===== src/hw/rtl/slcrx_pkg.sv =====
// ----------------------------------------------------------------------------
// slcrx_pkg
// Shared types, constants and the byte-wise CRC-16 update for the frame
// receiver.
// ----------------------------------------------------------------------------
package slcrx_pkg;

  localparam logic [31:0] SYNC_WORD      = 32'hBEEF_DEAD;
  localparam logic [15:0] MAX_LEN_RESET  = 16'd1990;
  localparam logic [15:0] HDR_LAST_COUNT = 16'd5;

  typedef enum logic [2:0] {
    KIND_DATA      = 3'd0,
    KIND_OK        = 3'd1,
    KIND_BAD_START = 3'd2,
    KIND_BAD_CRC   = 3'd3,
    KIND_TOO_LONG  = 3'd4
  } kind_t;

  // one result item, plus whether the processed byte produced one
  typedef struct packed {
    logic        valid;
    kind_t       kind;
    logic [7:0]  data;
    logic [15:0] len;
  } result_t;

  // reflected ccitt crc-16, byte-wise update (0x8408 form)
  function automatic logic [15:0] crc16_update(input logic [15:0] seed,
                                               input logic [7:0]  b);
    logic [7:0]  a;
    logic [3:0]  lo;
    logic [7:0]  m;
    logic [3:0]  s;
    logic [8:0]  ms;
    logic [15:0] t1;
    logic [12:0] tx;
    logic [15:0] t2;
    a  = seed[7:0] ^ b;
    lo = a[3:0];
    m  = {lo, 4'b0000} ^ a;
    s  = m[7:4];
    ms = {m, 1'b0} ^ {5'b00000, s};
    t1 = {3'b000, ms, 4'b0000};
    tx = t1[12:0] ^ {9'b0, lo};
    t2 = {tx, 3'b000};
    return t2 ^ {12'b0, s} ^ {8'b0, seed[15:8]};
  endfunction

endpackage


===== src/hw/rtl/slcrx_ctrl.sv =====
// ----------------------------------------------------------------------------
// slcrx_ctrl
// Frame state machine: header shift, length check, crc accumulation and
// end-of-frame compare; one byte per enabled cycle.
// ----------------------------------------------------------------------------
module slcrx_ctrl (
  input  logic                clk,
  input  logic                rst_n,
  input  logic                step,
  input  logic [7:0]          rx_byte,
  input  logic [15:0]         max_length,
  output slcrx_pkg::result_t  res
);

  typedef enum logic [1:0] {
    PH_HEADER  = 2'd0,
    PH_PAYLOAD = 2'd1,
    PH_CRC_HI  = 2'd2,
    PH_CRC_LO  = 2'd3
  } phase_t;

  phase_t      phase_r, phase_nxt;
  logic [47:0] hdr_r, hdr_nxt;
  logic [15:0] cnt_r, cnt_nxt;
  logic [15:0] len_r, len_nxt;
  logic [15:0] crc_r, crc_nxt;
  logic [7:0]  crc_hi_r, crc_hi_nxt;

  logic [15:0] crc_upd;
  logic [15:0] cnt_inc;
  logic [47:0] hdr_shift;
  logic [15:0] hdr_len;

  assign crc_upd   = slcrx_pkg::crc16_update(crc_r, rx_byte);
  assign cnt_inc   = cnt_r + 16'd1;
  assign hdr_shift = {hdr_r[39:0], rx_byte};
  assign hdr_len   = hdr_shift[15:0];

  always_comb begin
    phase_nxt  = phase_r;
    hdr_nxt    = hdr_r;
    cnt_nxt    = cnt_r;
    len_nxt    = len_r;
    crc_nxt    = crc_r;
    crc_hi_nxt = crc_hi_r;
    res        = '0;
    res.kind   = slcrx_pkg::KIND_DATA;
    unique case (phase_r)
      PH_PAYLOAD: begin
        crc_nxt   = crc_upd;
        cnt_nxt   = cnt_inc;
        if (cnt_inc >= len_r) begin
          phase_nxt = PH_CRC_HI;
        end
        res.valid = 1'b1;
        res.data  = rx_byte;
      end
      PH_CRC_HI: begin
        crc_hi_nxt = rx_byte;
        phase_nxt  = PH_CRC_LO;
      end
      PH_CRC_LO: begin
        res.valid = 1'b1;
        res.kind  = ({crc_hi_r, rx_byte} == crc_r) ? slcrx_pkg::KIND_OK
                                                   : slcrx_pkg::KIND_BAD_CRC;
        res.len   = len_r;
        phase_nxt = PH_HEADER;
        hdr_nxt   = '0;
        cnt_nxt   = '0;
        crc_nxt   = '0;
      end
      default: begin
        hdr_nxt = hdr_shift;
        crc_nxt = crc_upd;
        cnt_nxt = cnt_inc;
        if (cnt_r == slcrx_pkg::HDR_LAST_COUNT) begin
          len_nxt = hdr_len;
          if (hdr_shift[47:16] != slcrx_pkg::SYNC_WORD) begin
            res.valid = 1'b1;
            res.kind  = slcrx_pkg::KIND_BAD_START;
            res.len   = hdr_len;
            hdr_nxt   = '0;
            cnt_nxt   = '0;
            crc_nxt   = '0;
          end else if (hdr_len > max_length) begin
            res.valid = 1'b1;
            res.kind  = slcrx_pkg::KIND_TOO_LONG;
            res.len   = hdr_len;
            hdr_nxt   = '0;
            cnt_nxt   = '0;
            crc_nxt   = '0;
          end else begin
            cnt_nxt   = '0;
            phase_nxt = (hdr_len == 16'd0) ? PH_CRC_HI : PH_PAYLOAD;
          end
        end
      end
    endcase
    if (!step) begin
      res.valid = 1'b0;
    end
  end

  always_ff @(posedge clk) begin
    if (!rst_n) begin
      phase_r  <= PH_HEADER;
      hdr_r    <= '0;
      cnt_r    <= '0;
      len_r    <= '0;
      crc_r    <= '0;
      crc_hi_r <= '0;
    end else if (step) begin
      phase_r  <= phase_nxt;
      hdr_r    <= hdr_nxt;
      cnt_r    <= cnt_nxt;
      len_r    <= len_nxt;
      crc_r    <= crc_nxt;
      crc_hi_r <= crc_hi_nxt;
    end
  end

  // frame end always restarts a clean header
  a_end_restart: assert property (@(posedge clk) disable iff (!rst_n)
    step && phase_r == PH_CRC_LO |=> phase_r == PH_HEADER && cnt_r == 16'd0 &&
      crc_r == 16'd0)
    else $error("frame end did not restart header");

  // header count never reaches the header size
  a_hdr_count: assert property (@(posedge clk) disable iff (!rst_n)
    phase_r == PH_HEADER |-> cnt_r <= slcrx_pkg::HDR_LAST_COUNT)
    else $error("header byte count out of range");

  // payload phase only while bytes are still owed
  a_payload_count: assert property (@(posedge clk) disable iff (!rst_n)
    phase_r == PH_PAYLOAD |-> cnt_r < len_r)
    else $error("payload count past length");

endmodule


===== src/hw/rtl/slcrx_out_stage.sv =====
// ----------------------------------------------------------------------------
// slcrx_out_stage
// Result register toward the output channel; tells the core when a new
// result may be loaded.
// ----------------------------------------------------------------------------
module slcrx_out_stage (
  input  logic               clk,
  input  logic               rst_n,
  input  slcrx_pkg::result_t res,
  output logic               load_ok,
  output logic               out_valid,
  input  logic               out_ready,
  output logic [2:0]         out_kind,
  output logic [7:0]         out_payload_byte,
  output logic [15:0]        out_frame_length
);

  logic        valid_r;
  logic [2:0]  kind_r;
  logic [7:0]  data_r;
  logic [15:0] len_r;

  assign load_ok = !valid_r || out_ready;

  always_ff @(posedge clk) begin
    if (!rst_n) begin
      valid_r <= 1'b0;
    end else if (load_ok) begin
      valid_r <= res.valid;
    end
  end

  always_ff @(posedge clk) begin
    if (load_ok && res.valid) begin
      kind_r <= res.kind;
      data_r <= res.data;
      len_r  <= res.len;
    end
  end

  assign out_valid        = valid_r;
  assign out_kind         = kind_r;
  assign out_payload_byte = data_r;
  assign out_frame_length = len_r;

endmodule


===== src/hw/rtl/sync_length_crc16_frame_receiver.sv =====
// ----------------------------------------------------------------------------
// sync_length_crc16_frame_receiver
// Byte-stream deframer: sync BE EF DE AD, 16-bit length, payload, crc-16.
// ----------------------------------------------------------------------------
// Takes one received byte per cycle and splits the stream into frames of a
// six-byte header (sync BE EF DE AD, big-endian length), the payload and a
// big-endian reflected ccitt crc-16 (seed 0) over header and payload. Each
// payload byte comes out as a kind 0 item as it arrives; the frame closes
// with kind 1 (crc ok) or kind 3 (bad crc). A header with wrong sync gives
// kind 2, one whose length exceeds max_length gives kind 4, and in both cases
// a new header starts at the next byte. Throughput is one byte per cycle;
// a byte that yields a result reaches out_valid through the input register
// and then the result register, fed by the combinational header/crc update.
// Backpressure on the output stalls the input once both registers are full.
// max_length resets to 1990 and is written through the cfg channel, which is
// always ready; write it only while the block is idle.
module sync_length_crc16_frame_receiver (
  input  logic        clk,
  input  logic        rst_n,
  // byte input
  input  logic        in_valid,
  output logic        in_ready,
  input  logic [7:0]  in_rx_byte,
  // result output
  output logic        out_valid,
  input  logic        out_ready,
  output logic [2:0]  out_kind,
  output logic [7:0]  out_payload_byte,
  output logic [15:0] out_frame_length,
  // max_length register write
  input  logic        cfg_valid,
  output logic        cfg_ready,
  input  logic [15:0] cfg_max_length
);

  // configuration
  logic [15:0] max_len_r;

  // input register
  logic        in_v_r;
  logic [7:0]  in_byte_r;

  // handshake between stages
  logic               load_ok;
  logic               step;
  slcrx_pkg::result_t res;

  assign cfg_ready = 1'b1;

  always_ff @(posedge clk) begin
    if (!rst_n) begin
      max_len_r <= slcrx_pkg::MAX_LEN_RESET;
    end else if (cfg_valid) begin
      max_len_r <= cfg_max_length;
    end
  end

  // byte moves into the core when the result register can take its result
  assign step     = in_v_r && load_ok;
  assign in_ready = !in_v_r || step;

  always_ff @(posedge clk) begin
    if (!rst_n) begin
      in_v_r <= 1'b0;
    end else if (in_valid && in_ready) begin
      in_v_r <= 1'b1;
    end else if (step) begin
      in_v_r <= 1'b0;
    end
  end

  // payload register, no reset needed
  always_ff @(posedge clk) begin
    if (in_valid && in_ready) begin
      in_byte_r <= in_rx_byte;
    end
  end

  // header / payload / crc state machine
  slcrx_ctrl u_ctrl (
    .clk        (clk),
    .rst_n      (rst_n),
    .step       (step),
    .rx_byte    (in_byte_r),
    .max_length (max_len_r),
    .res        (res)
  );

  // result register
  slcrx_out_stage u_out (
    .clk              (clk),
    .rst_n            (rst_n),
    .res              (res),
    .load_ok          (load_ok),
    .out_valid        (out_valid),
    .out_ready        (out_ready),
    .out_kind         (out_kind),
    .out_payload_byte (out_payload_byte),
    .out_frame_length (out_frame_length)
  );

endmodule


===== config.mk =====
export PLATFORM = sky130hd
export DESIGN_NAME = sync_length_crc16_frame_receiver
export DESIGN_NICKNAME = d
export VERILOG_FILES = /design/src/hw/rtl/slcrx_pkg.sv /design/src/hw/rtl/slcrx_ctrl.sv /design/src/hw/rtl/slcrx_out_stage.sv /design/src/hw/rtl/sync_length_crc16_frame_receiver.sv
export SDC_FILE = /design/constraint.sdc
export NUM_CORES = 1
export LEC_CHECK = 0
export BUFFER_PORTS_ARGS = -buffer_cell sky130_fd_sc_hd__buf_2
export CAP_MARGIN = 20
export CORE_ASPECT_RATIO = 1.75
export CORE_MARGIN = 2
export CORE_UTILIZATION = 55
export DETAILED_ROUTE_END_ITERATION = 7
export GPL_TIMING_DRIVEN = 1
export PLACE_DENSITY = 0.77
export SLEW_MARGIN = 5
export SYNTH_ARGS = -nofsm -noshare
export SYNTH_HDL_FRONTEND = slang
export SYNTH_HIERARCHICAL = 1
export SYNTH_SLANG_ARGS = --single-unit

===== constraint.sdc =====
create_clock -name clk -period 3.1 [get_ports clk]
set_input_delay 0.31 -clock clk [delete_from_list [all_inputs] [get_ports clk]]
set_output_delay 0.31 -clock clk [all_outputs]
set_load 0.005 [all_outputs]

==> metrics.log <==
INFO  metric run_status = completed
INFO  metric antenna-diode-count = 0
INFO  metric gr-usage-all-layers = 26.58%
INFO  metric post-route-worst-setup-slack = around 0.16 ns
INFO  metric syn_area = about 7700 sq um
INFO  metric hold_viol = 0
INFO  metric grt.overflow.total = 0
INFO  metric totalWireLength = 19.34 mm
INFO  metric number_of_drc_violations_after_detailed_routing = 0
INFO  metric fin_worst_skew = between 0.01 and 0.015 ns
INFO  metric hpwl = between 10 and 15 mm
INFO  metric cts_inserted_buffers = 17
INFO  metric floorplan.die_area = around 15,000 sq um
INFO  metric row_count = 57
INFO  metric crit_required = around 3.4 ns
INFO  metric vias_per_cell = between 5 and 6
INFO  metric path_class = register to register
INFO  metric floorplan.initialDensity = between 50% and 60%
INFO  metric design_area = roughly 8900 sq um
INFO  metric timing.critical_path.fanout_max = 6
INFO  metric grt_start_max_net_pins = just over 40
INFO  metric filler_cells = about 1,100
INFO  metric detailroute.via_count = 6,459
INFO  metric number_of_sinks_handled_by_clock_tree_synthesis = roughly 150
INFO  metric die_w = roughly 93 microns
INFO  metric worst_skew_pair.late_latency = approximately 0.43 ns
INFO  metric first_global_vias = roughly 6,300
INFO  metric io_port_bufs = 57
INFO  metric design.final.nets = between 900 and 1,000
INFO  metric cts_root_buf = clkbuf_16
INFO  metric antenna_left = 0
INFO  metric wl_per_cell = between 15 and 20 microns
INFO  metric tritoncts_clock_tree = done
INFO  metric ctsHtreeMaxLevel = 4
INFO  metric syn-instance-count = about 840
INFO  metric startpoint_type = register
INFO  metric core_area = approximately 14,000 sq um
INFO  metric synth_top_cell_area_share = 30.27%
INFO  metric data_arrival_at_the_endpoint_of_the_critical_path = 3.28 ns
INFO  metric cts_hold_buf = 0
INFO  metric ys_dominant_reg_cell = dfxtp_1
INFO  metric yosysTopAreaCell = dfxtp_1
INFO  metric drt_iter0_markers = 372
INFO  metric setup.worst_path.end_class = register
INFO  metric cellLeakagePower = roughly 3.7 nW
INFO  metric tightestPinTransition = roughly 1.0 ns
INFO  metric sequential_cell_area_fraction_in_the_yosys_report = 43.97%
INFO  metric post-route-util = 64.69%
INFO  metric post-route-min-period = between 2 and 3 ns
INFO  metric detailedRoute.firstPassIterationCount = 5
INFO  metric synth_warnings = 6
INFO  metric max_clock_freq = 339.8 MHz
INFO  metric area_growth_syn_to_layout = 16.06%
INFO  metric setup_total_negative_slack = 0 ns
INFO  metric slew_headroom = 33.19%
INFO  metric layout.cells.most_common = dfxtp_1
INFO  metric drv_slew = 0
INFO  metric grt_setup_unrepaired = false
INFO  metric synth_cell_type_count = just over 60
INFO  metric sequential_cell_area = between 3000 and 4000 sq um
INFO  metric worst_vdd_drop = around 0.43 mV
INFO  metric die_y = 160.2 microns
INFO  metric synth-edff-count = 35
INFO  metric async_reset_ff_share = 0%
INFO  metric syn_avg_cell_area = roughly 9.2 sq um
INFO  metric antenna_found_initial = 0
INFO  metric post_dp_cell_area = approximately 8300 sq um
INFO  metric place_ws = 0.06746 ns
INFO  metric multi_input_comb_area = around 4000 sq um
INFO  metric gpl.final_weighted_congestion = 0.8622
INFO  metric mostFrequentLayoutCells = dfxtp_1, nand2_1, buf_2
INFO  metric synth_area_leaders = dfxtp_1, edfxtp_1, ha_1
INFO  metric clk_path_buf_depth = 2
INFO  metric worst_path_clk_slew = 0.07 ns
INFO  metric net_count_after_synthesis = around 910
INFO  metric layout_worst_path_cycle_share = 94.92%
INFO  metric setup_viol_count_final = 0
INFO  metric yosys_register_bits = around 150
INFO  metric pwr_density_cell = 513.8 nW/um^2
INFO  metric cap_viol_max_count = 0
INFO  metric hold_path_class = input pin to register
INFO  metric first_pass_grt_wire_length = approximately 31 mm
INFO  metric io_pins = between 50 and 60
INFO  metric share_of_cells_above_drive_strength_1 = about 17%
-- timing repair --
action / in CTS / in global routing
setup endpoints to repair: 1 / 2
resized for setup: 1 / 10
pin swaps: 0 / 2
buffers inserted: 0 / 2
endpoints found under the hold margin: 0 / 0
-- synth_stat cells, drive strengths merged, types with 3 or more instances --
library cell,instances
a211oi,3
a21boi,36
a21o,7
a21oi,51
a32o,23
a32oi,15
and2,15
and3,5
and4,5
buf,11
clkbuf,40
dfxtp,116
edfxtp,35
ha,39
inv,43
mux2i,16
nand2,109
nand2b,6
nand3,14
nand3b,6
nand4,13
nand4b,6
nor2,43
nor2b,17
nor3,10
nor4,9
o211ai,14
o21a,8
o21ai,49
o31ai,3
or3,3
xnor2,29
xor2,19
-- cell type report --
class / count / area share, %
clock buffers: 17 / 4.777
clock inverters: 15 / 1.700
repair buffers: 100 / 6.829
multi-input cells: 592 / 44.47
well taps: 177 / 2.487
flip-flops and latches: 151 / 37.92
inverters: 43 / 1.813
-- per-layer routing --
layer  wire [microns]  GRT usage (%)  vias to the layer above
met5                0              0                        -
met4             1124          16.31                        0
met3              971          5.377                       82
met2             9891          45.72                      227
met1             7347          29.46                     3017
li1                 -              -                     3133
-- flip-flops by register name (all words and copies together), names as in the netlist --
| name | count |
|---|---|
| u_ctrl/hdr_r | 40 |
| max_len_r | 16 |
| u_ctrl/cnt_r | 16 |
| u_ctrl/crc_r | 16 |
| u_ctrl/len_r | 16 |
| u_out/out_frame_length | 16 |
| in_byte_r | 8 |
| u_ctrl/crc_hi_r | 8 |
| u_out/out_payload_byte | 8 |
| u_out/out_kind | 3 |
| u_ctrl/phase_r | 2 |
| in_v_r | 1 |
| u_out/out_valid | 1 |
-- worst paths after layout --
kind	from	cells after the start	to	slack (ns)
max reg2reg	u_ctrl/cnt_r[0]$_SDFFE_PN0P_	11	u_ctrl/phase_r[0]$_SDFFE_PN0P_	0.16
min	in_rx_byte[5]	1	in_byte_r[5]$_DFFE_PP_	0.06
min reg2reg	u_ctrl/hdr_r[32]$_SDFFE_PN0P_	2	u_ctrl/hdr_r[32]$_SDFFE_PN0P_	0.47
max	u_ctrl/cnt_r[0]$_SDFFE_PN0P_	11	u_ctrl/phase_r[0]$_SDFFE_PN0P_	0.16
-- cells by family after synthesis --
kind of cell    share of synthesized area [%]
simple gates                            17.79
compound gates                          19.26
flops                                   43.97
buf+inv                                 5.006
xor+xnor                                5.479
fa+ha+maj                               6.360
mux                                     2.087
other cells                           0.04888
-- power by group --
group,total [mW],internal (mW),switching [mW],leakage [nW]
clock,2.02,1.08,0.941,0.289
combinational,0.455,0.185,0.270,2.08
sequential,2.10,2.06,0.0440,1.32
total,4.58,3.32,1.26,3.69
-- through the flow --
step	hold WS [ns]	cells	power, mW
6_report	0.06111	1095	4.575
2_1_floorplan	0.4089	837	2.454
3_3_place_gp	0.4361	1061	2.577
3_5_place_dp	0.4543	1061	2.586
4_1_cts	0.04951	1093	4.586
5_1_grt	0.04020	1095	4.732
-- worst max-delay path: stages (launching register included) --
cell	delay (ns)
dfxtp_2	0.39
and3_1	0.19
and4_4	0.27
nand4_1	0.15
xnor2_1	0.17
ha_1	0.31
a21o_1	0.13
a211oi_1	0.10
a211oi_1	0.22
a21oi_1	0.13
or4b_1	0.50
o32ai_1	0.29
Note: power is estimated with default switching activity, not from simulation.
